==> src/rtl/bsp_pkg.sv <==
// ----------------------------------------------------------------------------
// bsp_pkg
// Shared types, constants and helper functions of the brush stamp pixel blend
// core: configuration record, stage records and the airbrush falloff table.
// ----------------------------------------------------------------------------
`default_nettype none

package bsp_pkg;

  localparam int CoordBits    = 12;
  localparam int FrameBits    = CoordBits + 1;
  // power of two: the falloff index is a fraction of the squared radius
  localparam int FalloffDepth = 256;
  localparam int IdxBits      = $clog2(FalloffDepth);
  localparam int RadBits      = 12;
  localparam int SqW          = 2 * RadBits;
  localparam int SqW1         = SqW + 1;
  localparam int NumBits      = SqW + IdxBits;
  localparam int GainBits     = 9;

  typedef enum logic [2:0] {
    RegColor  = 3'd0,
    RegAlpha  = 3'd1,
    RegRadius = 3'd2,
    RegKind   = 3'd3,
    RegWidth  = 3'd4,
    RegHeight = 3'd5
  } reg_idx_e;

  typedef enum logic [2:0] {
    KindPencil   = 3'd0,
    KindMarker   = 3'd1,
    KindAirbrush = 3'd2,
    KindEraser   = 3'd3,
    KindDisc     = 3'd4
  } kind_e;

  typedef struct packed {
    logic [23:0]          color;
    logic [7:0]           alpha;
    logic [RadBits-1:0]   radius;
    logic [2:0]           kind;
    logic [FrameBits-1:0] width;
    logic [FrameBits-1:0] height;
  } cfg_t;

  typedef struct packed {
    logic               skip;
    logic [RadBits-1:0] d16;
    logic [31:0]        dest;
  } geo_t;

  typedef struct packed {
    logic        skip;
    logic        erase;
    logic [7:0]  alpha;
    logic [31:0] dest;
  } shd_t;

  typedef struct packed {
    logic [SqW-1:0] rem;
    logic [SqW-1:0] res;
  } sqrt_t;

  // one digit of the bitwise integer square root, digit weight 4**b
  function automatic sqrt_t sqrt_step(sqrt_t s, int b);
    logic [SqW:0] bitv;
    logic [SqW:0] t;
    sqrt_t        o;
    bitv = SqW1'(1) << (2 * b);
    t    = {1'b0, s.res} + bitv;
    o    = s;
    if ({1'b0, s.rem} >= t) begin
      o.rem = s.rem - t[SqW-1:0];
      o.res = (s.res >> 1) + bitv[SqW-1:0];
    end else begin
      o.res = s.res >> 1;
    end
    return o;
  endfunction

  typedef logic [GainBits-1:0] gain_tab_t [FalloffDepth];

  // exp(-3*i/depth) in Q1.8, Q30 series to order 8 on z/8, then squared three times
  function automatic gain_tab_t build_gain_tab();
    gain_tab_t          tab;
    logic [63:0]        z;
    logic [63:0]        term;
    logic [63:0]        e;
    logic signed [63:0] sum;
    for (int i = 0; i < FalloffDepth; i++) begin
      // (3*i << 30) / (8*depth), both powers of two
      z    = (64'd3 * 64'(i)) << (30 - IdxBits - 3);
      sum  = 64'sd1 <<< 30;
      term = 64'd1 << 30;
      term = ((term * z) >> 30) / 64'd1;
      sum  = sum - $signed(term);
      term = ((term * z) >> 30) / 64'd2;
      sum  = sum + $signed(term);
      term = ((term * z) >> 30) / 64'd3;
      sum  = sum - $signed(term);
      term = ((term * z) >> 30) / 64'd4;
      sum  = sum + $signed(term);
      term = ((term * z) >> 30) / 64'd5;
      sum  = sum - $signed(term);
      term = ((term * z) >> 30) / 64'd6;
      sum  = sum + $signed(term);
      term = ((term * z) >> 30) / 64'd7;
      sum  = sum - $signed(term);
      term = ((term * z) >> 30) / 64'd8;
      sum  = sum + $signed(term);
      if (sum < 0) begin
        sum = 64'sd0;
      end
      e = 64'(sum);
      e = (e * e) >> 30;
      e = (e * e) >> 30;
      e = (e * e) >> 30;
      tab[i] = GainBits'((e + (64'd1 << 21)) >> 22);
    end
    return tab;
  endfunction

  localparam gain_tab_t GainTab = build_gain_tab();

endpackage

`default_nettype wire

==> src/rtl/bsp_blend.sv <==
// ----------------------------------------------------------------------------
// bsp_blend
// Source-over composite of the brush color onto the stored pixel: weights,
// numerators, two stages of color division and the output register.
// ----------------------------------------------------------------------------
`default_nettype none

module bsp_blend (
  input  logic          clk_i,
  input  logic          rst_ni,
  input  logic          valid_i,
  output logic          ready_o,
  input  bsp_pkg::shd_t shd_i,
  input  bsp_pkg::cfg_t cfg_i,
  output logic          valid_o,
  input  logic          ready_i,
  output logic [31:0]   new_pixel_o,
  output logic          write_pixel_o
);

  localparam int NumSt      = 5;
  localparam int DivSt      = 2;
  localparam int StepsPerSt = 4;

  typedef struct packed {
    logic        skip;
    logic        erase;
    logic [15:0] sw;
    logic [15:0] dw;
    logic [31:0] dest;
  } wt_t;

  typedef struct packed {
    logic            skip;
    logic            erase;
    logic [15:0]     den;
    logic [7:0]      outa;
    logic [2:0][23:0] rem;
    logic [2:0][7:0]  q;
    logic [31:0]     dest;
  } bl_t;

  logic [NumSt-1:0] v_q;
  logic [NumSt-1:0] en;
  wt_t              wt_d, wt_q;
  bl_t              bl0_d;
  bl_t              bl_d [1:DivSt];
  bl_t              bl_q [DivSt+1];
  logic [16:0]      den_sum;
  logic [16:0]      outa_sum;
  logic [23:0]      dsh;
  logic [31:0]      pix_d;
  logic [31:0]      pix_q;
  logic             wr_q;
  int               bi;

  always_comb begin
    en[NumSt-1] = !v_q[NumSt-1] || ready_i;
    for (int k = NumSt - 2; k >= 0; k--) begin
      en[k] = !v_q[k] || en[k+1];
    end
  end

  assign ready_o = en[0];
  assign valid_o = v_q[NumSt-1];

  always_ff @(posedge clk_i or negedge rst_ni) begin
    if (!rst_ni) begin
      v_q <= '0;
    end else begin
      if (en[0]) begin
        v_q[0] <= valid_i;
      end
      for (int k = 1; k < NumSt; k++) begin
        if (en[k]) begin
          v_q[k] <= v_q[k-1];
        end
      end
    end
  end

  // source and destination weights
  always_comb begin
    wt_d.skip  = shd_i.skip || (!shd_i.erase && (shd_i.alpha == 8'd0));
    wt_d.erase = shd_i.erase;
    wt_d.sw    = 16'(shd_i.alpha) * 16'd255;
    wt_d.dw    = 16'(shd_i.dest[31:24]) * 16'(8'd255 - shd_i.alpha);
    wt_d.dest  = shd_i.dest;
  end

  // denominator, output alpha, per-channel numerators
  always_comb begin
    den_sum  = {1'b0, wt_q.sw} + {1'b0, wt_q.dw};
    bl0_d.skip  = wt_q.skip;
    bl0_d.erase = wt_q.erase;
    bl0_d.den   = den_sum[15:0];
    // exact floor of den/255 for 16-bit den
    outa_sum = {1'b0, den_sum[15:0]} + 17'd1 + 17'(den_sum[15:8]);
    bl0_d.outa  = outa_sum[15:8];
    bl0_d.q     = '0;
    bl0_d.dest  = wt_q.dest;
    for (int c = 0; c < 3; c++) begin
      bl0_d.rem[c] = 24'(cfg_i.color[8*(2-c) +: 8]) * 24'(wt_q.sw)
                   + 24'(wt_q.dest[8*c +: 8]) * 24'(wt_q.dw);
    end
  end

  // color quotients, at most 255 since each is a weighted average
  always_comb begin
    dsh = '0;
    bi  = 0;
    for (int k = 1; k <= DivSt; k++) begin
      bl_d[k] = bl_q[k-1];
      for (int j = 0; j < StepsPerSt; j++) begin
        bi  = 7 - StepsPerSt * (k - 1) - j;
        dsh = 24'(bl_d[k].den) << bi;
        for (int c = 0; c < 3; c++) begin
          if (bl_d[k].rem[c] >= dsh) begin
            bl_d[k].rem[c]   = bl_d[k].rem[c] - dsh;
            bl_d[k].q[c][bi] = 1'b1;
          end
        end
      end
    end
  end

  always_comb begin
    if (bl_q[DivSt].skip) begin
      pix_d = bl_q[DivSt].dest;
    end else if (bl_q[DivSt].erase) begin
      pix_d = '0;
    end else if (bl_q[DivSt].den == '0) begin
      pix_d = {bl_q[DivSt].outa, 24'd0};
    end else begin
      pix_d = {bl_q[DivSt].outa, bl_q[DivSt].q[2], bl_q[DivSt].q[1], bl_q[DivSt].q[0]};
    end
  end

  always_ff @(posedge clk_i) begin
    if (en[0] && valid_i) begin
      wt_q <= wt_d;
    end
    if (en[1] && v_q[0]) begin
      bl_q[0] <= bl0_d;
    end
    for (int k = 1; k <= DivSt; k++) begin
      if (en[k+1] && v_q[k]) begin
        bl_q[k] <= bl_d[k];
      end
    end
    if (en[NumSt-1] && v_q[NumSt-2]) begin
      pix_q <= pix_d;
      wr_q  <= !bl_q[DivSt].skip;
    end
  end

  assign new_pixel_o   = pix_q;
  assign write_pixel_o = wr_q;

endmodule

`default_nettype wire

==> config.mk <==
export PLATFORM = sky130hd
export DESIGN_NAME = bsp_blend
export DESIGN_NICKNAME = d
export VERILOG_FILES = /design/src/rtl/bsp_pkg.sv /design/src/rtl/bsp_blend.sv
export SDC_FILE = /design/constraint.sdc
export NUM_CORES = 2
export LEC_CHECK = 0
export BUFFER_PORTS_ARGS = -buffer_cell sky130_fd_sc_hd__buf_2
export CAP_MARGIN = 10
export CORE_ASPECT_RATIO = 0.5
export CORE_MARGIN = 1.5
export CORE_UTILIZATION = 58
export DETAILED_ROUTE_END_ITERATION = 8
export PLACE_DENSITY_LB_ADDON = 0.15
export SYNTH_ARGS = -nofsm -noshare
export SYNTH_HDL_FRONTEND = slang
export SYNTH_SLANG_ARGS = --single-unit
==> constraint.sdc <==
create_clock -name clk_i -period 12.69 [get_ports clk_i]
set_clock_uncertainty 0.2 [all_clocks]
set_input_delay 0 -clock clk_i [delete_from_list [all_inputs] [get_ports clk_i]]
set_output_delay 0 -clock clk_i [all_outputs]
set_load 0.1 [all_outputs]
### Word level (Yosys, flattened, before mapping)

Memory sizes are Yosys's and may differ from the RTL's.
Index checks and enable logic that the tools add are counted.

* bits in registers: 104
* RAM bits: 462
* input bits: 119
* output and inout port bits: 35
* memories kept: 1

Memory list
* bl_q: depth 3, width 154, read ports 3, clocked after memory_dff 0, wr ports 3, line bsp_blend.sv:48 `bl_t bl_q [DivSt+1];`

* $add $sub $neg: 31
* $mul: 8
* $lt $le $gt $ge: 24
* mux-type cells: 57
* reduce and logical (&&, ||, !) cells: 21

Operators by type and width (number)
* $mux 24: 25
* $mul 8x16->24: 6
* $add 24x24->24: 3
* $ge 24x16->1: 3
* $ge 24x17->1: 3
* $ge 24x18->1: 3
* $ge 24x19->1: 3
* $ge 24x20->1: 3
* $ge 24x21->1: 3
* $ge 24x22->1: 3
* $ge 24x23->1: 3
* $sub 24x16->24: 3
* $sub 24x17->24: 3
* $sub 24x18->24: 3
* $sub 24x19->24: 3
* $sub 24x20->24: 3
* $sub 24x21->24: 3
* $sub 24x22->24: 3
* $sub 24x23->24: 3
* $mux 32: 2
* $mux 1: 30
* $add 16x1->16 const B: 1
* $add 16x16->16: 1
* $add 16x8->16: 1
* 8 further kinds: 24

### Logic depth before layout (Yosys ltp)

An unclocked memory read counts as a cell.

* depth after elaboration: 9
* gate-level depth with buffers: 56

### Least setup slack after synthesis

Ideal clock, no wire load.

* path type: reg-to-reg
* from: mem bl_q[0][137] (netlist bit)
* to: mem bl_q[0][246] (netlist bit) (data pin)
* library setup time: 0.260 ns
* arrival time: 11.449 ns
* required time: 12.230 ns
* slack: 0.781 ns
* stages on the path, launching flop included: 53
* path buffers: 7
* period minus slack after synthesis: 11.909 ns
* path through: edfxtp_1 -> inv_1 -> ha_1 -> nor2b_1 -> o31ai_1 -> a21oi_1 -> o31a_1 -> o21ai_2 -> inv_2 -> buf_4 -> clkbuf_1 -> a21oi_1 -> fa_1 -> a211oi_1 -> o21ai_0 -> or4b_2 -> a31oi_1 -> and2_1 -> [... 17 more ...] -> o21ai_0 -> fa_1 -> nor2b_1 -> o21ai_0 -> a21boi_0 -> o21ai_0 -> a21boi_0 -> o21ai_0 -> a21oi_1 -> o41ai_1 -> o21a_1 -> o211ai_1 -> and3b_1 -> and2_1 -> buf_6 -> inv_4 -> buf_8 -> mux2_4

RTL lines (line)
* from (decl): bsp_blend.sv:48

==> out/metrics.cfg <==
[outcome]
status = completed

[sta]
worst_pin_slew_ns = 1.30
slew_violations = 0
hold_violations = 0
min_period_over_period_pct = 95.3
tns_ns = 0
relSlewSlack_pct = 13.6
fmax_mhz = 82.7
finalSetupViolations = 0
rsz0062_at_grt = no
min_period_ns = 12.09

[synthesis]
synthCells = 6923
ys_seq_area_share_pct = 21.3
synth_cell_types = 103
synth_compound_area_share_pct = 13.2
synth_area_leader_cell = fa_1
synth_top_area_share_pct = 22.1
muxShareOfSynthArea_pct = 2.60
synthFlopType = edfxtp_1
synth_top_family_by_area = adder cells
synthAdderAreaFrac_pct = 35.7
syn_area_mm2 = 0.0645
synth_nets = 8452
yosys_register_bits = 458
ys_warn_count = 0
synth_common_cells = inv_1, nand2_1, fa_1
synth_area_per_cell_um2 = 9.32
synthTopCellsByArea = fa_1, edfxtp_1, ha_1
synth-edff-count = 453
synth-xor-area-share_pct = 4.94
synth_most_common_cell = inv_1
synthArstFlopShare_pct = 1.09
synth-simple-area-share_pct = 15.8

[critical_path]
startpoint_type = flop
critPathCaptureType = flop
cp_slowest_stage_delay_ns = 0.44
cp.required_ns = 12.87
cp_slowest_cell = inv_1
arrival_ns = 12.27
crit_type = reg -> reg
worstPathMaxFanout = 26

[global_route]
track_usage_pct = 32.3
grt_pass1_vias = 51800
grt_max_degree = 71
antenna_found_initial = 7
grt.overflow.total = 0
grt_pass1_wl_mm = 286

[detailed_routing]
initialDrtViolationCount = 4752
via_per_inst = 6.00
drc = 0
avgRoutedWirePerCell_um = 21.0
wl_mm = 182
detail_route.first_pass.iterations = 6
vias = 51800
antenna_left = 0

[die]
fp.dieW_um = 475
dieArea_mm2 = 0.113
row_count = 86
core_region_area_mm2 = 0.110
start_util_pct = 58.5
die_h_um = 239
io_pins = 154

[clock_network]
cts_root_buf = clkbuf_16
clkTransAtPathRegs_ns = 0.07
cts_buffers = 47
cts_tree = built
htreeDepth = 2
clkLatencyLatePin_ns = 0.65
clk_path_buf_depth = 3
clock-sinks = 458

[placement]
gp_congestion = 0.982
hpwl_mm = 141
port_buffers = 104

[layout]
drive_gt1_share_pct = 7.45
syn_to_final_growth_pct = 8.22
fin_nets = 8629
final.fill_count = 9188

[job]
maxCapViolCount = 0

[worst_hold_path]
hold_class = in -> reg

==> cell usage in the layout, fill, tap and decap left out, drive strengths merged, types with 31 or more instances in the layout <==
master / Yosys / layout
a211oi: 42 / 42
a21o: 120 / 120
a21oi: 333 / 333
a22o: 32 / 32
a31oi: 36 / 36
and2: 339 / 339
buf: 13 / 238
clkbuf: 169 / 57
dlygate4sd3: 0 / 72
edfxtp: 453 / 453
fa: 713 / 713
ha: 697 / 697
inv: 913 / 909
mux2: 118 / 118
mux2i: 32 / 32
nand2: 873 / 873
nand2b: 69 / 69
nand3: 81 / 81
nand4: 70 / 70
nor2: 329 / 329
nor2b: 95 / 95
nor3: 95 / 95
nor4: 31 / 31
o21a: 80 / 80
o21ai: 340 / 340
o21bai: 64 / 64
o31ai: 49 / 49
or3: 31 / 31
xnor2: 263 / 263
xor2: 101 / 101
==> stage by stage <==
step | hold slack, ns | area (um2) | worst slack, ns | instances | util, %
2_1_floorplan | -0.496 | 64500 | 0.781 | 6923 | -
3_3_place_gp | -0.378 | 67100 | 0.647 | 8454 | 60.9
3_5_place_dp | -0.378 | 67100 | 0.264 | 8454 | 60.9
4_1_cts | 0.000551 | 69400 | 0.231 | 8613 | 63.0
5_1_grt | 0.0453 | 69800 | 0.00186 | 8636 | 63.3
6_report | 0.0247 | 69800 | 0.597 | 8640 | 63.3
==> sequential cells by signal (all words and copies together) (netlist names) <==
name and cells:
bl_q 354, new_pixel_o 32, bl0_d 34, wt_q 32, v_q 5, write_pixel_o 1
==> per-layer routing <==
layer	GRT usage, %	vias up	routed length [um]	share of wire [%]
li1	-	23900	-	-
met1	48.8	25600	84300	46
met2	48.7	2038	77200	42
met3	4.17	313	14800	8.2
met4	8.61	0	5330	2.9
met5	0	-	0	0
==> kinds of logic (layout without fill, tap and decap cells) <==
logic type	after synthesis	in the layout
other	0	6
AOI/OAI and AO/OA	1321	1321
adders and majority gates	1412	1412
muxes	150	150
buffers and inverters	1099	1314
xor gates and xnor gates	364	364
and+or+nand+nor	2119	2119
DFF	458	458
==> area by class of cell <==
type	count	area, um2	share of cell area (%)
Sequential cell	458	13700	19.7
Clock buffer	57	1250	1.80
Inverter	917	3480	4.98
Timing Repair Buffer	310	2290	3.28
Tap cell	1496	1870	2.68
Multi-Input combinational cell	5366	46800	67.0
Antenna cell	6	15.0	0.0215
Clock inverter	30	385	0.552
==> worst paths after layout <==
| path | startpoint | to | slack (ns) | cells after the start |
|---|---|---|---|---|
| min in group asynchronous | rst_ni | v_q[0]$_DFFE_PN0N_ | 0.10 | 3 |
| min | shd_i[34] | wt_q[50]$_DFFE_PP_ | 0.02 | 3 |
| min reg2reg | bl0_d[27]$_DFFE_PP_ | bl_q[0][27]$_DFFE_PP_ | 0.20 | 0 |
| max reg2reg | bl_q[0][140]$_DFFE_PP_ | bl_q[0][219]$_DFFE_PP_ | 0.60 | 47 |
| max in group asynchronous | rst_ni | v_q[2]$_DFFE_PN0P_ | 11.99 | 3 |
| max | bl_q[0][140]$_DFFE_PP_ | bl_q[0][219]$_DFFE_PP_ | 0.60 | 47 |
==> repair_timing <==
| item | 4_1_cts | 5_1_grt |
|---|---|---|
| buffers inserted | 0 | 20 |
| endpoints found under the hold margin | 61 | 0 |
| setup endpoints to repair | 0 | 65 |
| hold buffers | 72 | 0 |
| resized for setup | 0 | 46 |
==> worst max-delay path, delay by kind of cell (launching register included) <==
kind	cells	cell delay (ns)
compound gates	26	5.59
simple gates	9	1.73
mux	4	1.46
fa+ha+maj	4	1.38
buf+inv	4	1.10
flops	1	0.38
Power is left out: the tool's default activity adds up to more than one toggle a clock period on the data nets, which glitch-free logic cannot reach.
