File: src/rtl/bsp_pkg.sv
// ----------------------------------------------------------------------------
// bsp_pkg
// Shared types, constants and helper functions of the brush stamp pixel blend
// core: configuration record, stage records and the airbrush falloff table.
// ----------------------------------------------------------------------------
`default_nettype none

package bsp_pkg;

  localparam int CoordBits    = 12;
  localparam int FrameBits    = CoordBits + 1;
  // power of two: the falloff index is a fraction of the squared radius
  localparam int FalloffDepth = 256;
  localparam int IdxBits      = $clog2(FalloffDepth);
  localparam int RadBits      = 12;
  localparam int SqW          = 2 * RadBits;
  localparam int SqW1         = SqW + 1;
  localparam int NumBits      = SqW + IdxBits;
  localparam int GainBits     = 9;

  typedef enum logic [2:0] {
    RegColor  = 3'd0,
    RegAlpha  = 3'd1,
    RegRadius = 3'd2,
    RegKind   = 3'd3,
    RegWidth  = 3'd4,
    RegHeight = 3'd5
  } reg_idx_e;

  typedef enum logic [2:0] {
    KindPencil   = 3'd0,
    KindMarker   = 3'd1,
    KindAirbrush = 3'd2,
    KindEraser   = 3'd3,
    KindDisc     = 3'd4
  } kind_e;

  typedef struct packed {
    logic [23:0]          color;
    logic [7:0]           alpha;
    logic [RadBits-1:0]   radius;
    logic [2:0]           kind;
    logic [FrameBits-1:0] width;
    logic [FrameBits-1:0] height;
  } cfg_t;

  typedef struct packed {
    logic               skip;
    logic [RadBits-1:0] d16;
    logic [31:0]        dest;
  } geo_t;

  typedef struct packed {
    logic        skip;
    logic        erase;
    logic [7:0]  alpha;
    logic [31:0] dest;
  } shd_t;

  typedef struct packed {
    logic [SqW-1:0] rem;
    logic [SqW-1:0] res;
  } sqrt_t;

  // one digit of the bitwise integer square root, digit weight 4**b
  function automatic sqrt_t sqrt_step(sqrt_t s, int b);
    logic [SqW:0] bitv;
    logic [SqW:0] t;
    sqrt_t        o;
    bitv = SqW1'(1) << (2 * b);
    t    = {1'b0, s.res} + bitv;
    o    = s;
    if ({1'b0, s.rem} >= t) begin
      o.rem = s.rem - t[SqW-1:0];
      o.res = (s.res >> 1) + bitv[SqW-1:0];
    end else begin
      o.res = s.res >> 1;
    end
    return o;
  endfunction

  typedef logic [GainBits-1:0] gain_tab_t [FalloffDepth];

  // exp(-3*i/depth) in Q1.8, Q30 series to order 8 on z/8, then squared three times
  function automatic gain_tab_t build_gain_tab();
    gain_tab_t          tab;
    logic [63:0]        z;
    logic [63:0]        term;
    logic [63:0]        e;
    logic signed [63:0] sum;
    for (int i = 0; i < FalloffDepth; i++) begin
      // (3*i << 30) / (8*depth), both powers of two
      z    = (64'd3 * 64'(i)) << (30 - IdxBits - 3);
      sum  = 64'sd1 <<< 30;
      term = 64'd1 << 30;
      term = ((term * z) >> 30) / 64'd1;
      sum  = sum - $signed(term);
      term = ((term * z) >> 30) / 64'd2;
      sum  = sum + $signed(term);
      term = ((term * z) >> 30) / 64'd3;
      sum  = sum - $signed(term);
      term = ((term * z) >> 30) / 64'd4;
      sum  = sum + $signed(term);
      term = ((term * z) >> 30) / 64'd5;
      sum  = sum - $signed(term);
      term = ((term * z) >> 30) / 64'd6;
      sum  = sum + $signed(term);
      term = ((term * z) >> 30) / 64'd7;
      sum  = sum - $signed(term);
      term = ((term * z) >> 30) / 64'd8;
      sum  = sum + $signed(term);
      if (sum < 0) begin
        sum = 64'sd0;
      end
      e = 64'(sum);
      e = (e * e) >> 30;
      e = (e * e) >> 30;
      e = (e * e) >> 30;
      tab[i] = GainBits'((e + (64'd1 << 21)) >> 22);
    end
    return tab;
  endfunction

  localparam gain_tab_t GainTab = build_gain_tab();

endpackage

`default_nettype wire

File: src/rtl/bsp_shade.sv
// ----------------------------------------------------------------------------
// bsp_shade
// Brush kind handling: disc test, pencil edge, marker ramp, airbrush falloff
// index by restoring division over three stages and table lookup.
// ----------------------------------------------------------------------------
`default_nettype none

module bsp_shade (
  input  logic          clk_i,
  input  logic          rst_ni,
  input  logic          valid_i,
  output logic          ready_o,
  input  bsp_pkg::geo_t geo_i,
  input  bsp_pkg::cfg_t cfg_i,
  output logic          valid_o,
  input  logic          ready_i,
  output bsp_pkg::shd_t shd_o
);

  localparam int NumSt      = 5;
  localparam int DivSt      = 3;
  localparam int StepsPerSt = (bsp_pkg::IdxBits + 1 + DivSt - 1) / DivSt;

  typedef struct packed {
    logic                         skip;
    logic                         erase;
    logic                         air;
    logic [7:0]                   alpha;
    logic [bsp_pkg::NumBits-1:0]  rem;
    logic [bsp_pkg::SqW-1:0]      dvs;
    logic [bsp_pkg::IdxBits:0]    q;
    logic [31:0]                  dest;
  } sh_t;

  logic [NumSt-1:0]               v_q;
  logic [NumSt-1:0]               en;
  sh_t                            sh0_d;
  sh_t                            sh_d [1:DivSt];
  sh_t                            sh_q [DivSt+1];
  bsp_pkg::shd_t                  out_d, out_q;
  logic [bsp_pkg::RadBits-1:0]    edge_dist;
  logic [11:0]                    mk;
  logic [bsp_pkg::SqW-1:0]        dsq16;
  logic [bsp_pkg::NumBits-1:0]    dsh;
  logic [bsp_pkg::IdxBits-1:0]    idx;
  logic [bsp_pkg::GainBits-1:0]   gain;
  logic [16:0]                    ga;
  int                             bi;

  always_comb begin
    en[NumSt-1] = !v_q[NumSt-1] || ready_i;
    for (int k = NumSt - 2; k >= 0; k--) begin
      en[k] = !v_q[k] || en[k+1];
    end
  end

  assign ready_o = en[0];
  assign valid_o = v_q[NumSt-1];

  always_ff @(posedge clk_i or negedge rst_ni) begin
    if (!rst_ni) begin
      v_q <= '0;
    end else begin
      if (en[0]) begin
        v_q[0] <= valid_i;
      end
      for (int k = 1; k < NumSt; k++) begin
        if (en[k]) begin
          v_q[k] <= v_q[k-1];
        end
      end
    end
  end

  // first stage: kind decode and squares for the falloff index
  always_comb begin
    edge_dist = cfg_i.radius - geo_i.d16;
    mk        = 12'(cfg_i.alpha) * 12'(edge_dist[3:0]);
    dsq16     = bsp_pkg::SqW'(geo_i.d16) * bsp_pkg::SqW'(geo_i.d16);
    sh0_d.skip  = geo_i.skip || (geo_i.d16 > cfg_i.radius);
    sh0_d.erase = 1'b0;
    sh0_d.air   = 1'b0;
    sh0_d.alpha = cfg_i.alpha;
    sh0_d.rem   = {dsq16, bsp_pkg::IdxBits'(0)};
    sh0_d.dvs   = bsp_pkg::SqW'(cfg_i.radius) * bsp_pkg::SqW'(cfg_i.radius);
    sh0_d.q     = '0;
    sh0_d.dest  = geo_i.dest;
    case (cfg_i.kind)
      bsp_pkg::KindPencil: begin
        // hard edge half a pixel inside the radius
        if (({1'b0, geo_i.d16} + 13'd8) > {1'b0, cfg_i.radius}) begin
          sh0_d.skip = 1'b1;
        end
      end
      bsp_pkg::KindMarker: begin
        if (edge_dist < bsp_pkg::RadBits'(16)) begin
          sh0_d.alpha = mk[11:4];
        end
      end
      bsp_pkg::KindAirbrush: begin
        sh0_d.air = 1'b1;
      end
      bsp_pkg::KindEraser: begin
        sh0_d.erase = 1'b1;
      end
      default: begin
      end
    endcase
  end

  // falloff index = d16^2 * depth / r16^2, restoring division
  always_comb begin
    dsh = '0;
    bi  = 0;
    for (int k = 1; k <= DivSt; k++) begin
      sh_d[k] = sh_q[k-1];
      for (int j = 0; j < StepsPerSt; j++) begin
        bi = bsp_pkg::IdxBits - StepsPerSt * (k - 1) - j;
        if (bi >= 0) begin
          dsh = bsp_pkg::NumBits'(sh_d[k].dvs) << bi;
          if (sh_d[k].rem >= dsh) begin
            sh_d[k].rem   = sh_d[k].rem - dsh;
            sh_d[k].q[bi] = 1'b1;
          end
        end
      end
    end
  end

  // last stage: clamp, table, final alpha
  always_comb begin
    if (cfg_i.radius == '0) begin
      idx = '0;
    end else if (sh_q[DivSt].q[bsp_pkg::IdxBits]) begin
      idx = '1;
    end else begin
      idx = sh_q[DivSt].q[bsp_pkg::IdxBits-1:0];
    end
    gain = bsp_pkg::GainTab[idx];
    ga   = 17'(cfg_i.alpha) * 17'(gain);
    out_d.skip  = sh_q[DivSt].skip;
    out_d.erase = sh_q[DivSt].erase;
    out_d.alpha = sh_q[DivSt].air ? ga[15:8] : sh_q[DivSt].alpha;
    out_d.dest  = sh_q[DivSt].dest;
  end

  always_ff @(posedge clk_i) begin
    if (en[0] && valid_i) begin
      sh_q[0] <= sh0_d;
    end
    for (int k = 1; k <= DivSt; k++) begin
      if (en[k] && v_q[k-1]) begin
        sh_q[k] <= sh_d[k];
      end
    end
    if (en[NumSt-1] && v_q[NumSt-2]) begin
      out_q <= out_d;
    end
  end

  assign shd_o = out_q;

endmodule

`default_nettype wire

File: config.mk
export PLATFORM = sky130hd
export DESIGN_NAME = bsp_shade
export DESIGN_NICKNAME = d
export VERILOG_FILES = /design/src/rtl/bsp_pkg.sv /design/src/rtl/bsp_shade.sv
export SDC_FILE = /design/constraint.sdc
export NUM_CORES = 2
export LEC_CHECK = 0
export BUFFER_PORTS_ARGS = -buffer_cell sky130_fd_sc_hd__buf_4
export CELL_PAD_IN_SITES_DETAIL_PLACEMENT = 1
export CELL_PAD_IN_SITES_GLOBAL_PLACEMENT = 2
export CORE_MARGIN = 1.5
export CORE_UTILIZATION = 45
export CTS_BUF_LIST = sky130_fd_sc_hd__clkbuf_8
export DETAILED_ROUTE_END_ITERATION = 8
export PLACE_DENSITY = 0.95
export SLEW_MARGIN = 15
export SYNTH_ARGS = -nofsm -noshare
export SYNTH_HDL_FRONTEND = slang
export SYNTH_SLANG_ARGS = --single-unit
File: constraint.sdc
create_clock -name clk_i -period 13.1 [get_ports clk_i]
set_input_delay 1.31 -clock clk_i [delete_from_list [all_inputs] [get_ports clk_i]]
set_output_delay 1.31 -clock clk_i [all_outputs]
set_load 0.01 [all_outputs]
# == Word level (Yosys, flattened, before mapping) ==
# Memory sizes are Yosys's and may differ from the RTL's.
# Index checks and enable logic that the tools add are counted.
# Widths: inputs -> output; s select.
# word_totals
mem_bits_ro,2304
in_bits,122
mem_bits_rw,432
register_bits,47
word_cells,98
output_inout_bits,44
mem_count,2
# op_classes
n_lt_le_gt_ge,13
add_sub_neg,11
eq_ne,3
n_mux,37
n_mul,4
n_bitwise,1
n_reduce_logical,18
# mem_list
memory,depth,word_bits,read_ports,rd_ports_with_merged_regs,wr,line_no,rtl
(name not given),256,9,1,0,0,bsp_shade.sv:139,gain = bsp_pkg::GainTab[idx];
sh_q,4,108,4,0,4,bsp_shade.sv:39,sh_t sh_q [DivSt+1];
# op_table
op,n
$mux 32,9
$mul 12x12->24,2
$mux 8,5
$ge 32x24->1,1
$ge 32x25->1,1
$ge 32x26->1,1
$ge 32x27->1,1
$ge 32x28->1,1
$ge 32x29->1,1
$ge 32x30->1,1
$ge 32x31->1,1
$ge 32x32->1,1
$sub 32x24->32,1
$sub 32x25->32,1
$sub 32x26->32,1
$sub 32x27->32,1
$sub 32x28->32,1
$sub 32x29->32,1
$sub 32x30->32,1
$sub 32x31->32,1
$sub 32x32->32,1
$mux 1,21
$mux 9,2
$mul 8x9->16,1
other kinds (15),29

# == Logic depth before layout (Yosys ltp) ==
# logic_depth
word_depth,9
ltp_mapped,44
depth_no_buf,39

# == Least setup slack after synthesis ==
# OpenSTA, ideal clock, no wires.
# synth_path
path_kind,register to register
startpoint,memory sh_q[0][46] (netlist bit)
endpoint,"memory sh_q[1][90] (netlist bit), data pin"
stages_incl_launch_ff,41
path_slack_ns,4.251
setup_ns,0.262
synth_period_minus_slack_ns,8.849
arrival_ns,8.587
n_path_buf,2
required_ns,12.838
cell_sequence,edfxtp_1 inv_1 ha_1 a21oi_1 nor3b_1 a22o_1 inv_1 o2bb2ai_1 o41ai_1 inv_1 a21oi_1 o21ba_2 xnor2_1 mux2_2 ha_1 o21ai_0 o21bai_1 a21oi_1 [... 5 more ...] clkinv_1 clkbuf_1 nor2_1 a21oi_1 ha_1 o21ai_1 a21boi_0 o41ai_1 o21ai_0 o41ai_1 o31a_1 o21ai_1 nand4_1 nand2_1 o31ai_1 nand3b_4 buf_2 mux2_1
# synth_rtl
element,line_no
"start, declared",bsp_shade.sv:39

==> flow_summary.json <==
{
  "grt_pass1_wl_um": 178000,
  "hp-class": "flip-flop to flip-flop",
  "max-slew-margin-rel": 0.176,
  "worst_pin_slew_ns": 1.22,
  "clk_latency_ns": 0.67,
  "synth_compound_area_frac": 0.163,
  "avgSynthCellArea_um2": 9.51,
  "gr-total-overflow": 0,
  "finalWirelength_um": 113000,
  "synth_ff_type": "edfxtp_1",
  "cp_num_buf_inv": 4,
  "nets": 4762,
  "core.rowCount": 105,
  "fin_crit_sh": 0.837,
  "fin_crit_ns": 10.96,
  "yosys_warnings": 0,
  "cts_resized": 0,
  "io_pins": 166,
  "synthMuxAreaShare": 0.0280,
  "synth_top_family_by_area": "adder cells",
  "drc": 0,
  "ys_types": 99,
  "fin_setup_tns_ns": 0,
  "grt_antenna_before_repair": 1,
  "drive_gt1_frac": 0.0894,
  "ys_seq_area_frac": 0.310,
  "dieHeight_um": 290,
  "timing.final.max_slew_violations": 0,
  "design.die.area_um2": 84300,
  "finClkSkew_ns": 0.0323,
  "dp_hpwl_um": 88500,
  "synth_area_um2": 37200,
  "via_per_inst": 5.87,
  "hold_viol": 0,
  "cts_buffers": 68,
  "grt_max_degree": 74,
  "rsz0062_at_grt": "false",
  "crit_fanout": 25,
  "cts-htree-levels": 3,
  "setup_viol": 0,
  "critPathKind": "flip-flop to flip-flop",
  "worst_setup_path_end_kind": "flip-flop",
  "syn_nets": 4653,
  "critPathMaxStageDelay_ns": 0.78,
  "gp_congestion": 0.936,
  "area_growth_syn_to_layout_pct": 9.04,
  "port_buffers": 115,
  "synthSimpleGateAreaFrac": 0.139,
  "cp.arrival_ns": 11.37,
  "cts_tree": "yes",
  "cp.required_ns": 13.51,
  "ys_seq_elements": 384,
  "vias": 30200,
  "fmax_mhz": 91.2,
  "cp_slowest_cell": "o41ai_1",
  "grt.total_usage": 0.266,
  "cp-start-kind": "flip-flop",
  "hold_buffers": 0,
  "outcome": "complete, no violations",
  "ant_nets": 0,
  "drv_cap": 0,
  "start_util": 0.453,
  "cts_sinks": 384,
  "drt_first_pass_iters": 5,
  "critPathTopFamily": "compound AO/OA/AOI/OAI gates",
  "coreArea_um2": 82000,
  "first_iter_violations": 1870,
  "clockBufferDepth": 3,
  "async_flop_share": 0.0130,
  "cts.repair_timing.setup_buffer_count": 0,
  "cts_root_buffer": "clkbuf_8",
  "post_drt_wl_per_cell_um": 22.0,
  "path_clk_slew_ns": 0.06,
  "die_w_um": 290,
  "synth_xor_area_frac": 0.0544,
  "synth_fa_ha_area_frac": 0.252,
  "grt_pass1_vias": 32300,
  "syn_inst": 3909,
  "synth-edff-count": 379
}
worst reg2reg max path: cells and delay by family, from the launching register on:
kind,cells,cell delay [ns]
buffers and inverters,4,0.86
adder cells (fa/ha/maj),3,1.01
AND/OR/NAND/NOR,8,1.89
multiplexers,2,0.75
flip-flops,1,0.56
AO/OA/AOI/OAI,19,5.56
XOR/XNOR,1,0.06
layout by cell type, fill, tap and decap left out, drive strengths merged, types with 38 or more instances in the layout:
cell type  count
a21o          95
mux2          75
o21ai        227
nand3         60
a21oi        287
inv          432
xor2          73
ha           412
nor3          65
fa           210
nand4         44
clkinv        38
xnor2        158
nor2b         44
o21a          40
and2          61
nor2         346
nand2b        51
nand2        321
clkbuf        68
edfxtp       379
buf          142
stage by stage:
stage | hold slack (ns) | util | cells | instance area [um^2] | setup WS (ns)
after CTS | 0.399 | 0.494 | 5140 | 40500 | 2.14
final | 0.405 | 0.494 | 5142 | 40500 | 2.14
after global placement | 0.400 | 0.478 | 5017 | 39200 | 2.51
after floorplan | 0.400 | - | 3909 | 37200 | 4.25
after detailed placement | 0.406 | 0.478 | 5017 | 39200 | 2.19
after global routing | 0.409 | 0.494 | 5142 | 40500 | 1.30
final timing paths:
check                             from           to  slack [ns]  cells past startpoint
max                        sh_q[0][43]  sh_q[1][90]        2.14                     37
max in group asynchronous       rst_ni       v_q[0]       12.55                      1
min                        sh_q[3][31]    shd_o[31]        0.41                      0
max reg2reg                sh_q[0][43]  sh_q[1][90]        2.14                     37
min reg2reg                sh_q[3][31]    shd_o[31]        0.41                      0
min in group asynchronous       rst_ni       v_q[3]        0.43                      1
Yosys cell counts, types with 25 or more instances:
master | instances | area, um^2
a21oi_1 | 287 | 1440
mux2_2 | 72 | 811
a21o_1 | 95 | 713
nand2_1 | 321 | 1200
o21bai_1 | 33 | 248
a31oi_1 | 34 | 213
o211ai_1 | 27 | 203
ha_1 | 412 | 5150
clkbuf_1 | 79 | 297
nor2_1 | 346 | 1300
nand4_1 | 43 | 269
xor2_1 | 73 | 639
and2_1 | 60 | 375
xnor2_1 | 158 | 1380
nor2b_1 | 44 | 275
o21a_1 | 40 | 300
o21ai_0 | 221 | 1110
nor3_1 | 64 | 320
fa_1 | 210 | 4200
edfxtp_1 | 379 | 11400
nand3_1 | 60 | 300
a211oi_1 | 25 | 188
nand2b_1 | 51 | 319
inv_1 | 406 | 1520
registers in the layout, summed over array words and instances (netlist names):
register / cells
sh_q: 337
shd_o: 42
v_q: 5
layer usage:
metal  routed length (um)  share of wire  GRT usage
met1                48600           0.43      0.336
met4                 4000          0.035     0.0988
met5                    0              0          0
met3                 4480          0.040     0.0293
met2                56000           0.50      0.468
final cells by class:
class / count / area, um^2
antenna: 1 / 2.50
clock buffer: 68 / 936
clock inverter: 55 / 393
fill: 9506 / 41400
inverter: 425 / 1600
multi-input combinational: 2997 / 23700
sequential: 384 / 11500
tap: 1070 / 1340
timing repair buffer: 142 / 1090
kinds of logic after synthesis:
group / Yosys count
DFF: 384
adders and majority gates: 622
AOI/OAI and AO/OA: 952
and+or+nand+nor: 1099
buffers and inverters: 528
muxes: 93
xor gates and xnor gates: 231
Power is not shown: default switching activity piles up to over one toggle a cycle in this logic, so the estimate is an artifact.
