<file path="src/rtl/bsp_pkg.sv">
// ----------------------------------------------------------------------------
// bsp_pkg
// Shared types, constants and helper functions of the brush stamp pixel blend
// core: configuration record, stage records and the airbrush falloff table.
// ----------------------------------------------------------------------------
`default_nettype none

package bsp_pkg;

  localparam int CoordBits    = 12;
  localparam int FrameBits    = CoordBits + 1;
  // power of two: the falloff index is a fraction of the squared radius
  localparam int FalloffDepth = 256;
  localparam int IdxBits      = $clog2(FalloffDepth);
  localparam int RadBits      = 12;
  localparam int SqW          = 2 * RadBits;
  localparam int SqW1         = SqW + 1;
  localparam int NumBits      = SqW + IdxBits;
  localparam int GainBits     = 9;

  typedef enum logic [2:0] {
    RegColor  = 3'd0,
    RegAlpha  = 3'd1,
    RegRadius = 3'd2,
    RegKind   = 3'd3,
    RegWidth  = 3'd4,
    RegHeight = 3'd5
  } reg_idx_e;

  typedef enum logic [2:0] {
    KindPencil   = 3'd0,
    KindMarker   = 3'd1,
    KindAirbrush = 3'd2,
    KindEraser   = 3'd3,
    KindDisc     = 3'd4
  } kind_e;

  typedef struct packed {
    logic [23:0]          color;
    logic [7:0]           alpha;
    logic [RadBits-1:0]   radius;
    logic [2:0]           kind;
    logic [FrameBits-1:0] width;
    logic [FrameBits-1:0] height;
  } cfg_t;

  typedef struct packed {
    logic               skip;
    logic [RadBits-1:0] d16;
    logic [31:0]        dest;
  } geo_t;

  typedef struct packed {
    logic        skip;
    logic        erase;
    logic [7:0]  alpha;
    logic [31:0] dest;
  } shd_t;

  typedef struct packed {
    logic [SqW-1:0] rem;
    logic [SqW-1:0] res;
  } sqrt_t;

  // one digit of the bitwise integer square root, digit weight 4**b
  function automatic sqrt_t sqrt_step(sqrt_t s, int b);
    logic [SqW:0] bitv;
    logic [SqW:0] t;
    sqrt_t        o;
    bitv = SqW1'(1) << (2 * b);
    t    = {1'b0, s.res} + bitv;
    o    = s;
    if ({1'b0, s.rem} >= t) begin
      o.rem = s.rem - t[SqW-1:0];
      o.res = (s.res >> 1) + bitv[SqW-1:0];
    end else begin
      o.res = s.res >> 1;
    end
    return o;
  endfunction

  typedef logic [GainBits-1:0] gain_tab_t [FalloffDepth];

  // exp(-3*i/depth) in Q1.8, Q30 series to order 8 on z/8, then squared three times
  function automatic gain_tab_t build_gain_tab();
    gain_tab_t          tab;
    logic [63:0]        z;
    logic [63:0]        term;
    logic [63:0]        e;
    logic signed [63:0] sum;
    for (int i = 0; i < FalloffDepth; i++) begin
      // (3*i << 30) / (8*depth), both powers of two
      z    = (64'd3 * 64'(i)) << (30 - IdxBits - 3);
      sum  = 64'sd1 <<< 30;
      term = 64'd1 << 30;
      term = ((term * z) >> 30) / 64'd1;
      sum  = sum - $signed(term);
      term = ((term * z) >> 30) / 64'd2;
      sum  = sum + $signed(term);
      term = ((term * z) >> 30) / 64'd3;
      sum  = sum - $signed(term);
      term = ((term * z) >> 30) / 64'd4;
      sum  = sum + $signed(term);
      term = ((term * z) >> 30) / 64'd5;
      sum  = sum - $signed(term);
      term = ((term * z) >> 30) / 64'd6;
      sum  = sum + $signed(term);
      term = ((term * z) >> 30) / 64'd7;
      sum  = sum - $signed(term);
      term = ((term * z) >> 30) / 64'd8;
      sum  = sum + $signed(term);
      if (sum < 0) begin
        sum = 64'sd0;
      end
      e = 64'(sum);
      e = (e * e) >> 30;
      e = (e * e) >> 30;
      e = (e * e) >> 30;
      tab[i] = GainBits'((e + (64'd1 << 21)) >> 22);
    end
    return tab;
  endfunction

  localparam gain_tab_t GainTab = build_gain_tab();

endpackage

`default_nettype wire

</file>
<file path="src/rtl/bsp_geom.sv">
// ----------------------------------------------------------------------------
// bsp_geom
// Frame clipping and distance from the stamp center in Q.4 pixels:
// squares, then a 12-digit square root over four stages.
// ----------------------------------------------------------------------------
`default_nettype none

module bsp_geom (
  input  logic                                clk_i,
  input  logic                                rst_ni,
  input  logic                                valid_i,
  output logic                                ready_o,
  input  logic [bsp_pkg::CoordBits-1:0]       pixel_x_i,
  input  logic [bsp_pkg::CoordBits-1:0]       pixel_y_i,
  input  logic signed [bsp_pkg::CoordBits+1:0] center_x_i,
  input  logic signed [bsp_pkg::CoordBits+1:0] center_y_i,
  input  logic [31:0]                         dest_pixel_i,
  input  bsp_pkg::cfg_t                       cfg_i,
  output logic                                valid_o,
  input  logic                                ready_i,
  output bsp_pkg::geo_t                       geo_o
);

  localparam int NumSt      = 5;
  localparam int RootSt     = 4;
  localparam int StepsPerSt = bsp_pkg::RadBits / RootSt;
  localparam int DxBits     = bsp_pkg::CoordBits + 3;
  localparam int SqBits     = 2 * bsp_pkg::CoordBits + 4;
  localparam int NearBits   = bsp_pkg::SqW - 8;

  typedef struct packed {
    logic              skip;
    logic [SqBits-1:0] sqx;
    logic [SqBits-1:0] sqy;
    logic [31:0]       dest;
  } sq_in_t;

  typedef struct packed {
    logic           skip;
    bsp_pkg::sqrt_t sq;
    logic [31:0]    dest;
  } root_t;

  logic [NumSt-1:0]        v_q;
  logic [NumSt-1:0]        en;
  sq_in_t                  p1_d, p1_q;
  root_t                   root_d [RootSt];
  root_t                   root_q [RootSt];
  logic signed [DxBits-1:0]   dx, dy;
  logic signed [2*DxBits-1:0] dxx, dyy;
  logic [SqBits:0]         dsq;

  always_comb begin
    en[NumSt-1] = !v_q[NumSt-1] || ready_i;
    for (int k = NumSt - 2; k >= 0; k--) begin
      en[k] = !v_q[k] || en[k+1];
    end
  end

  assign ready_o = en[0];
  assign valid_o = v_q[NumSt-1];

  always_ff @(posedge clk_i or negedge rst_ni) begin
    if (!rst_ni) begin
      v_q <= '0;
    end else begin
      if (en[0]) begin
        v_q[0] <= valid_i;
      end
      for (int k = 1; k < NumSt; k++) begin
        if (en[k]) begin
          v_q[k] <= v_q[k-1];
        end
      end
    end
  end

  // stage 1: offsets, squares, frame clip
  always_comb begin
    dx = $signed(DxBits'(pixel_x_i)) - DxBits'(center_x_i);
    dy = $signed(DxBits'(pixel_y_i)) - DxBits'(center_y_i);
    dxx = dx * dx;
    dyy = dy * dy;
    p1_d.skip = ({1'b0, pixel_x_i} >= cfg_i.width) || ({1'b0, pixel_y_i} >= cfg_i.height);
    p1_d.sqx  = SqBits'(dxx);
    p1_d.sqy  = SqBits'(dyy);
    p1_d.dest = dest_pixel_i;
  end

  // stages 2..5: square root of dsq*256, three digits per stage
  always_comb begin
    dsq = {1'b0, p1_q.sqx} + {1'b0, p1_q.sqy};
    // beyond the largest radius anyway
    root_d[0].skip   = p1_q.skip || (dsq[SqBits:NearBits] != '0);
    root_d[0].dest   = p1_q.dest;
    root_d[0].sq.rem = {dsq[NearBits-1:0], 8'b0};
    root_d[0].sq.res = '0;
    for (int j = 0; j < StepsPerSt; j++) begin
      root_d[0].sq = bsp_pkg::sqrt_step(root_d[0].sq, bsp_pkg::RadBits - 1 - j);
    end
    for (int k = 1; k < RootSt; k++) begin
      root_d[k] = root_q[k-1];
      for (int j = 0; j < StepsPerSt; j++) begin
        root_d[k].sq = bsp_pkg::sqrt_step(root_d[k].sq,
                                          bsp_pkg::RadBits - 1 - StepsPerSt * k - j);
      end
    end
  end

  always_ff @(posedge clk_i) begin
    if (en[0] && valid_i) begin
      p1_q <= p1_d;
    end
    for (int k = 0; k < RootSt; k++) begin
      if (en[k+1] && v_q[k]) begin
        root_q[k] <= root_d[k];
      end
    end
  end

  assign geo_o.skip = root_q[RootSt-1].skip;
  assign geo_o.d16  = root_q[RootSt-1].sq.res[bsp_pkg::RadBits-1:0];
  assign geo_o.dest = root_q[RootSt-1].dest;

endmodule

`default_nettype wire

</file>
<file path="config.mk">
export PLATFORM = sky130hd
export DESIGN_NAME = bsp_geom
export DESIGN_NICKNAME = d
export VERILOG_FILES = /design/src/rtl/bsp_pkg.sv /design/src/rtl/bsp_geom.sv
export SDC_FILE = /design/constraint.sdc
export NUM_CORES = 1
export LEC_CHECK = 0
export BUFFER_PORTS_ARGS = -buffer_cell sky130_fd_sc_hd__buf_2
export CAP_MARGIN = 20
export CORE_MARGIN = 5
export CORE_UTILIZATION = 50
export DETAILED_ROUTE_END_ITERATION = 8
export PLACE_DENSITY = 0.76
export SYNTH_ARGS = -nofsm -noshare
export SYNTH_HDL_FRONTEND = slang
export SYNTH_SLANG_ARGS = --single-unit
export TNS_END_PERCENT = 20
</file>
<file path="constraint.sdc">
create_clock -name clk_i -period 17.3 [get_ports clk_i]
set_input_delay 3.46 -clock clk_i [delete_from_list [all_inputs] [get_ports clk_i]]
set_output_delay 3.46 -clock clk_i [all_outputs]
set_load 0.01 [all_outputs]
</file>
# Word level (Yosys, flattened, before mapping)
# Memory sizes are Yosys's and may differ from the RTL's.
# Index checks and enable logic that the tools add are counted.
totals:
  ff_bits: 94
  ramBits: 324
  in_bits: 161
  out_inout_bits: 47
  wordCells: 113
  n_memories: 1
mem_list:
  columns: ["memory", "depth", "width", "rd", "rd_clocked_by_memory_dff", "wr", "line", "text"]
  rows:
  - ["root_q", 4, 81, 4, 0, 4, "bsp_geom.sv:48", "root_t root_q [RootSt];"]
op_classes:
  addsub: 37
  multipliers: 2
  n_lt_le_gt_ge: 14
  mux: 32
  reduce_logical: 18
ops:
  columns: ["operator", "count"]
  rows:
  - ["$mux W24", 21]
  - ["$sub A24 B24 Y24", 11]
  - ["$ge A24 B25 Y1", 9]
  - ["$mux W23", 3]
  - ["$mul A15 B15 Y28", 2]
  - ["$ge A24 B24 Y1", 2]
  - ["$sub A13 B14 Y15", 2]
  - ["$add A28 B28 Y29", 1]
  - ["$ge A12 B13 Y1", 2]
  - ["$add A24 B1 Y25 const B", 1]
  - ["$add A24 B11 Y25 const B", 1]
  - ["$add A24 B13 Y25 const B", 1]
  - ["$add A24 B15 Y25 const B", 1]
  - ["$add A24 B17 Y25 const B", 1]
  - ["$add A24 B3 Y25 const B", 1]
  - ["$add A24 B5 Y25 const B", 1]
  - ["$add A24 B7 Y25 const B", 1]
  - ["$add A24 B9 Y25 const B", 1]
  - ["$add A23 B1 Y24 const B", 1]
  - ["$add A23 B11 Y24 const B", 1]
  - ["$add A23 B13 Y24 const B", 1]
  - ["$add A23 B15 Y24 const B", 1]
  - ["$add A23 B17 Y24 const B", 1]
  - ["$add A23 B19 Y24 const B", 1]
  - ["other kinds (14)", 35]

# Logic depth before layout (Yosys ltp)
# Gate-level depths: netlist (run 1).
# An unclocked memory read counts as a cell.
logic_depth:
  ltp_word: 10
  ltp_mapped: 40
  depth_no_buf: 39

# Worst setup path before layout (run 1)
# OpenSTA, ideal clock, no wires.
synth_path:
  path_kind: "input to register"
  from: "input port pixel_y_i[0] (netlist bit)"
  to: "register p1_q[58] (netlist bit) (data pin)"
  setup_ps: 258
  t_arrival_ps: 11765
  required_ps: 17042
  slack_ps: 5278
  stages: 35
  n_path_buf: 0
  cell_sequence: "inv_1 > ha_1 > inv_1 > fa_1 > a21o_1 > a21oi_1 > o21bai_1 > a21oi_1 > nor2b_1 > o21a_1 > o31a_1 > o21ba_2 > xnor2_1 > clkinv_1 > and2_1 > fa_1 > inv_1 > fa_1 > inv_1 > fa_1 > fa_1 > inv_1 > fa_1 > fa_1 > inv_1 > ha_1 > or3_1 > o211ai_1 > o21ai_1 > o41a_1 > a41o_1 > o41a_1 > a21o_1 > a21oi_1 > xnor2_1"
synth_between:
  elab_chain_len: 2
synth_lines:
  columns: ["item", "line", "text"]
  rows:
  - ["start, declared", "bsp_geom.sv:14", "input logic [bsp_pkg::CoordBits-1:0] pixel_y_i,"]
  - ["$sub A13 B14 Y15", "bsp_geom.sv:81", "dy = $signed(DxBits'(pixel_y_i)) - DxBits'(center_y_i);"]
  - ["$mul A15 B15 Y28", "bsp_geom.sv:83", "dyy = dy * dy;"]
  - ["net dyy[26]", "bsp_geom.sv:50", "logic signed [2*DxBits-1:0] dxx, dyy;"]
  - ["end signal, assigned", "bsp_geom.sv:112", "p1_q <= p1_d;"]
  - ["end, declared", "bsp_geom.sv:46", "sq_in_t p1_d, p1_q;"]
# The timed path passes the listed nets, and every way through them passes these cells.
# A chain may end at the register's enable or synchronous reset.

# Final worst setup path (run 1)
# Same ends and word-level chain as after synthesis.

==> flow_summary_export.csv, run 1 <==
group,metric,value,unit
status,status,"complete, no violations",
detailed_routing,drt-met1-wl,24800,um
detailed_routing,via_per_inst,5.28,
worst_setup_path,cp_slowest_stage_delay,640,ps
detailed_routing,highest_layer,"met4",
hold_path,hold_end,"root_q[1][12]",
synth,synth_edf_count,298,
floorplan,rows,91,
worst_setup_path,cp-end-kind,"flop",
worst_setup_path,r2r_end,"root_q[2][71]",
placement,gp_congestion,0.913,
floorplan,die_x,260,um
synth,async_reset_ff_share,1.65,%
hold_path,hp-start,"root_q[0][12]",
final_layout,layout_common_cells,"inv_1, fa_1, ha_1",
detailed_routing,wl_met2,33300,um
placement,portBuffers,160,
detailed_routing,first_pass_iters,5,
hold_path,min_path_type,"flop to flop",
timing,max_freq,0.0785,GHz
timing,final-hold-violation-count,0,
synth,synth_nets,3859,
global_route,grt_first_pass_wirelength,106000,um
synth,yosys.area.top_type,"edfxtp_1",
detailed_routing,num_vias,21400,
synth,netlist_top_cells_area,"edfxtp_1, fa_1, ha_1",
final_layout,drive_gt1_share,9.70,%
synth,syn_area_per_cell,10.3,um^2
detailed_routing,antenna_left,0,
cts,hold_buffers,0,
worst_setup_path,rrSetupSlack,9290,ps
timing,fin_tns_setup,0,ps
cts,clockRootBuffer,"clkbuf_16",
placement,dp_hpwl,51500,um
cts,clock-sinks,303,
final_layout,final_common_cell,"inv_1",
cts,max-clock-path-buffers,3,
cts,h-tree-depth,1,
global_route,gr-total-overflow,0,
synth,synth_top_area_share,28.7,%
final_layout,layout.nets,4031,
timing,drv_slew,0,
synth,netlist_instances,3018,
global_route,antenna_found_initial,1,
synth,ys.flop_type,"edfxtp_1",
cts,worstSkewPairLatency,580,ps
synth,yosysWarningCount,0,
run,maxCapViolations,0,
timing,worst_slew_pin_slew,811,ps
cts,cts_setup_buffers,0,
cts,clk_pin_slew_worst_paths,60,ps
worst_setup_path,worstSetupPathType,"primary input to flop",
hold_path,hold_depth,0,
synth,ys_types,99,
timing,layout_min_cycle_time,12740,ps
worst_setup_path,crit_fanout,10,
detailed_routing,drc,0,
worst_setup_path,reg2reg_depth,28,
global_route,grt_pass1_vias,22500,
floorplan,die_height,260,um
timing,rsz0062_at_grt,"false",
detailed_routing,drtIter0Drc,1299,
final_layout,area_growth,9.38,%
worst_setup_path,critPathLaunch,"pixel_y_i[0]",
global_route,grt_max_degree,60,
synth,syn-cell-area,31200,um^2
worst_setup_path,crit_arrival,13070,ps
synth,ys_seq_elements,303,
timing,clock_skew,11.4,ps
worst_setup_path,rr_startpoint,"root_q[1][45]",
worst_setup_path,crit_path_top_delay_cell,"xnor2_1",
floorplan,core_area,61800,um^2
floorplan,die-area,67500,um^2
worst_setup_path,crit_top_cell,"fa_1",
global_route,groute.usage.overall,18.8,%
worst_setup_path,critPathLaunchType,"primary input",
timing,finalCritPeriodShare,73.7,%
timing,setup_violations,0,
floorplan,start_util,50.5,%
detailed_routing,wl_met3,2870,um
detailed_routing,wl_per_cell,15.5,um
detailed_routing,wirelength,62700,um
cts,cts_tree,"built",
floorplan,ioPinCount,208,
cts,cts_made_buffers,31,
cts,post_cts_resized,0,
synth,seq_area_frac_synth,29.1,%
worst_setup_path,crit_required,17630,ps
timing,relSlewSlack,45.6,%
[state kept, by name, indices dropped and copies added (netlist names)]
register,count
root_q,211
p1_q,87
v_q,5
[critical path, delay by kind of cell]
family,cells,cell delay (ps)
XOR/XNOR,2,730
AO/OA/AOI/OAI,14,3290
AND/OR/NAND/NOR,3,760
buffers and inverters,8,1030
adder cells (fa/ha/maj),9,3790
[cells in the mapped netlist (all sizes together), types with 5 or more instances]
cell and n:
inv 622, fa 378, ha 302, edfxtp 298
nand2 229, nor2 225, xnor2 121, a21oi 117
o21ai 91, xor2 56, a21o 50, nor3 42
clkbuf 40, nand3 36, and2 30, nor2b 27
mux2 23, nand2b 22, a211oi 21, nand4 21
o21a 20, o21bai 18, or3 18, mux2i 17
or2 12, clkinv 11, nor4 11, and3 10
a31oi 9, o31ai 9, a211o 8, a21boi 8
a22oi 8, o211ai 8, a41o 7, a41oi 7
o31a 7, a31o 6, buf 6, dfrtp 5
nand3b 5, o41ai 5
[cell type report]
| class | instances | area [um^2] |
|---|---|---|
| clock buffers | 35 | 791 |
| repair buffers | 185 | 988 |
| fillers | 5329 | 27700 |
| inverters | 633 | 2380 |
| diodes | 1 | 2.50 |
| clock inverters | 23 | 273 |
| well taps | 837 | 1050 |
| multi-input cells | 2036 | 19600 |
| flip-flops and latches | 303 | 9070 |
[cells by family after synthesis]
kind of cell / after synthesis / share of synthesized area [%]
simple gates: 708 / 10.7
buf+inv: 679 / 8.21
xor+xnor: 178 / 5.04
compound gates: 430 / 9.21
mux: 40 / 1.39
fa+ha+maj: 680 / 36.3
flops: 303 / 29.1
[worst max path at each step]
stage,end,slack (ps)
2_1_floorplan,p1_q[58],5280
3_3_place_gp,p1_q[58],4160
3_5_place_dp,p1_q[58],4030
4_1_cts,p1_q[58],4640
5_1_grt,p1_q[87],4030
6_report,p1_q[58],4560
[routing by layer]
layer	track usage, %	up-vias
met1	22.7	10500
met3	2.05	133
met2	35.5	525
met5	0	-
li1	-	10300
met4	5.28	0
[through the flow]
stage | instance area (um^2) | setup WS (ps) | util, % | cells | hold slack, ps
4_1_cts | 34100 | 4640 | 55.2 | 4052 | 417
2_1_floorplan | 31200 | 5280 | - | 3018 | 400
5_1_grt | 34100 | 4030 | 55.2 | 4053 | 420
3_5_place_dp | 33100 | 4030 | 53.5 | 3994 | 405
3_3_place_gp | 33100 | 4160 | 53.5 | 3994 | 400
6_report | 34100 | 4560 | 55.2 | 4053 | 413
Power of run 1 is not shown: default switching activity piles up to over one toggle a cycle in this logic, so the estimate is an artifact.
==> run 2: changes to the inputs <==
- PLACE_DENSITY: 0.76 -> 0.78
- clock period: 17.3 -> 10.7 ns (I/O delays scaled with it)
==> flow_summary_export.csv, run 2 (synthesized netlist as in run 1, its figures left out) <==
group,metric,value,unit
cts,cts_tree,"built",
worst_setup_path,worstSetupPathType,"primary input to flop",
cts,clockRootBuffer,"clkbuf_16",
timing,relSlewSlack,35.6,%
detailed_routing,num_vias,21800,
cts,cts_made_buffers,31,
detailed_routing,via_per_inst,5.26,
timing,final-hold-violation-count,0,
detailed_routing,drc,0,
timing,rsz0062_at_grt,"true",
floorplan,core_area,61800,um^2
detailed_routing,first_pass_iters,7,
worst_setup_path,cp-end-kind,"flop",
global_route,groute.usage.overall,19.7,%
global_route,grt_first_pass_wirelength,111000,um
timing,max_freq,0.0977,GHz
timing,drv_slew,0,
timing,setup_violations,0,
floorplan,die_x,260,um
global_route,grt_max_degree,60,
timing,fin_tns_setup,0,ps
final_layout,largest_reg_flops,211,
final_layout,top_register,"root_q",
detailed_routing,antenna_left,0,
placement,portBuffers,160,
timing,finalCritPeriodShare,95.6,%
worst_setup_path,crit_path_top_delay_cell,"fa_1",
cts,clk_pin_slew_worst_paths,60,ps
worst_setup_path,crit_top_cell,"fa_1",
run,maxCapViolations,0,
detailed_routing,wl_per_cell,15.7,um
worst_setup_path,cp_slowest_stage_delay,550,ps
final_layout,layout.nets,4131,
cts,worstSkewPairLatency,580,ps
cts,max-clock-path-buffers,3,
final_layout,layout_common_cells,"inv_1, fa_1, ha_1",
final_layout,area_growth,11.7,%
worst_setup_path,crit_fanout,5,
floorplan,die_height,260,um
timing,layout_min_cycle_time,10230,ps
floorplan,rows,91,
global_route,antenna_found_initial,1,
global_route,gr-total-overflow,0,
status,status,"complete, no violations",
final_layout,final_common_cell,"inv_1",
detailed_routing,wirelength,65100,um
floorplan,start_util,50.5,%
worst_setup_path,crit_required,11020,ps
final_layout,drive_gt1_share,12.8,%
worst_setup_path,critPathLaunchType,"primary input",
timing,clock_skew,16.8,ps
placement,dp_hpwl,53900,um
global_route,grt_pass1_vias,23500,
final_layout,reg.largest.list,"root_q (211), p1_q (87), v_q (5)",
cts,cts_setup_buffers,0,
floorplan,die-area,67500,um^2
floorplan,ioPinCount,208,
worst_setup_path,crit_arrival,10550,ps
cts,clock-sinks,303,
timing,worst_slew_pin_slew,960,ps
cts,h-tree-depth,1,
detailed_routing,drtIter0Drc,1306,
placement,gp_congestion,0.944,
hold_path,min_path_type,"flop to flop",
-- run 2: layout make-up --
cell class                 instances  area, um^2
sequential                       303        9070
fill                            5160       27000
clock inverter                    25         200
tap                              837        1050
clock buffer                      32         779
timing repair buffer             285        1740
antenna                            2        5.00
inverter                         633        2380
multi-input combinational       2036       19600
-- run 2: metrics by stage --
| step | hold slack (ps) | setup WS (ps) | std cells | area [um^2] | util [%] |
|---|---|---|---|---|---|
| 2_1_floorplan | 400 | 78.4 | 3018 | 31200 | - |
| 3_3_place_gp | 400 | -341 | 4094 | 33800 | 54.7 |
| 3_5_place_dp | 405 | -543 | 4094 | 33800 | 54.7 |
| 4_1_cts | 402 | 14.3 | 4151 | 34800 | 56.3 |
| 5_1_grt | 410 | -123 | 4153 | 34900 | 56.4 |
| 6_report | 403 | 468 | 4153 | 34900 | 56.4 |
-- run 2: final timing paths --
| path | start | to | slack [ps] | depth (start not counted) |
|---|---|---|---|---|
| min | root_q[0][9] | root_q[1][9] | 400 | 0 |
| min in group asynchronous | rst_ni | v_q[0] | 1370 | 1 |
| max in group asynchronous | rst_ni | v_q[4] | 9200 | 1 |
| max reg2reg | root_q[1][47] | root_q[2][70] | 2810 | 28 |
| max | pixel_y_i[0] | p1_q[58] | 470 | 36 |
| min reg2reg | root_q[0][9] | root_q[1][9] | 400 | 0 |
-- run 2: metal layers --
metal  wire (um)  up-vias  track usage (%)
met3        3460      154             2.98
met4        1890        0             5.65
li1            -    10500                -
met2       34100      560             36.6
met5           0        -                0
met1       25600    10600             23.7
-- run 2: repair_timing --
item,in CTS,in global routing
resized for setup,0,13
hold buffers,0,0
endpoints found under the setup margin,0,6
-- run 2: worst max-delay path: cells and delay by family --
| family | cells | cell delay, ps |
|---|---|---|
| buffers and inverters | 8 | 590 |
| xor gates and xnor gates | 2 | 310 |
| adders and majority gates | 9 | 3850 |
| AOI/OAI and AO/OA | 14 | 3040 |
| and+or+nand+nor | 3 | 630 |
Power of run 2 is left out for the same reason.
==> run 3: changes to the inputs <==
--- a/config.mk
+++ b/config.mk
@@ -13,2 +13,3 @@
 export PLACE_DENSITY = 0.78
+export REMOVE_ABC_BUFFERS = 1
 export SYNTH_ARGS = -nofsm -noshare
==> constraint.sdc (replaced) <==
create_clock -name clk_i -period 10.7 [get_ports clk_i]
set_input_delay 0.535 -clock clk_i [delete_from_list [all_inputs] [get_ports clk_i]]
set_output_delay 0.535 -clock clk_i [all_outputs]
set_load 0.01 [all_outputs]
==> flow_summary_export.csv, run 3 (synthesized netlist as in run 1, its figures left out) <==
group,metric,value,unit
status,status,"complete, no violations",
worst_setup_path,crit_path_top_delay_cell,"fa_1",
timing,final-hold-violation-count,0,
timing,drv_slew,0,
floorplan,core_area,61800,um^2
cts,cts_setup_buffers,0,
worst_setup_path,crit_required,10970,ps
cts,clk_pin_slew_worst_paths,60,ps
detailed_routing,drtIter0Drc,1062,
final_layout,fillers,5176,
detailed_routing,via_per_inst,5.26,
global_route,gr-total-overflow,0,
floorplan,die_height,260,um
worst_setup_path,crit_fanout,9,
worst_setup_path,cp_slowest_stage_delay,540,ps
timing,rsz0062_at_grt,"false",
worst_setup_path,cp-end-kind,"flop",
timing,fin_tns_setup,0,ps
global_route,grt_max_degree,83,
final_layout,layout.nets,4047,
timing,setup_violations,0,
detailed_routing,drc,0,
cts,max-clock-path-buffers,3,
placement,gp_congestion,0.894,
timing,clock_skew,24.3,ps
floorplan,die-area,67500,um^2
cts,cts_made_buffers,34,
worst_setup_path,critPathLaunchType,"primary input",
floorplan,ioPinCount,208,
worst_setup_path,crit_top_cell,"fa_1",
timing,finalCritPeriodShare,87.9,%
cts,post_cts_resized,0,
placement,portBuffers,160,
cts,clockRootBuffer,"clkbuf_16",
timing,layout_min_cycle_time,9410,ps
worst_setup_path,crit_arrival,9670,ps
cts,h-tree-depth,2,
global_route,grt_pass1_vias,22600,
run,maxCapViolations,0,
final_layout,area_growth,9.78,%
global_route,grt_first_pass_wirelength,107000,um
final_layout,top_register,"root_q",
detailed_routing,first_pass_iters,5,
cts,cts_tree,"built",
cts,hold_buffers,1,
placement,dp_cells,4005,
timing,relSlewSlack,43.7,%
cts,clock-sinks,303,
final_layout,fin_area,34300,um^2
hold_path,min_path_type,"primary input to flop",
cts,worstSkewPairLatency,540,ps
detailed_routing,wirelength,63100,um
final_layout,fin_cells,4066,
timing,worst_slew_pin_slew,840,ps
placement,place_area,33200,um^2
final_layout,antenna-diode-count,0,
timing,timing.final.ws_setup,1290,ps
placement,dp_hpwl,51300,um
floorplan,rows,91,
timing,max_freq,0.106,GHz
detailed_routing,num_vias,21400,
detailed_routing,antenna_left,0,
final_layout,reg.largest.list,"root_q (211), p1_q (87), v_q (5)",
floorplan,die_x,260,um
global_route,antenna_found_initial,1,
placement,post-place-ws,757,ps
global_route,groute.usage.overall,19.2,%
detailed_routing,wl_per_cell,15.5,um
final_layout,final_common_cell,"inv_1",
final_layout,drive_gt1_share,9.97,%
final_layout,layout_common_cells,"inv_1, fa_1, ha_1",
final_layout,largest_reg_flops,211,
floorplan,start_util,50.5,%
worst_setup_path,worstSetupPathType,"primary input to flop",
==> run 3: changes by cell type in the layout (fill, tap and decap cells not counted), moves of 4 or more <==
cell / delta
clkbuf_16: +4
inv_6: -5
buf_4: -89
clkbuf_1: +6
clkinv_2: -4
==> run 3: final cells by class <==
type                    instances  area (um^2)  share of cell area (%)
clock buffers                  42          902                    2.63
clock inverters                17          161                   0.471
inverters                     633         2380                    6.94
multi-input cells            2036        19600                    57.2
flip-flops and latches        303         9070                    26.5
well taps                     837         1050                    3.06
repair buffers                198         1110                    3.23
==> run 3: critical path, delay by kind of cell <==
family	cells	cell delay, ps
compound gates	17	3770
xor+xnor	2	330
fa+ha+maj	8	3700
buf+inv	7	640
simple gates	5	690
==> run 3: worst paths after layout <==
path	start	endpoint	slack, ps	cells past startpoint
worst max-delay path	center_x_i[1]	p1_q[87]	1290	39
worst min-delay path	dest_pixel_i[25]	p1_q[25]	180	1
worst max register to register	root_q[1][45]	root_q[2][74]	2910	29
worst min register to register	p1_q[2]	root_q[0][2]	400	0
max in group asynchronous	rst_ni	v_q[2]	10190	2
min in group asynchronous	rst_ni	v_q[1]	370	2
==> run 3: per-stage QoR <==
stage / hold WS, ps / utilization, %
final: 175 / 55.4
after global routing: 146 / 55.4
after CTS: 141 / 55.4
after detailed placement: 355 / 53.7
after global placement: 355 / 53.7
after floorplan: 239 / -
==> run 3: per-layer routing <==
metal | part of all wire [%] | vias to the layer above | GRT usage [%]
met2 | 53 | 573 | 35.5
met5 | 0.021 | - | 0
met4 | 2.5 | 2 | 5.28
met3 | 5.3 | 122 | 2.98
met1 | 40 | 10400 | 23.3
li1 | - | 10300 | -
Power of run 3 is left out for the same reason.
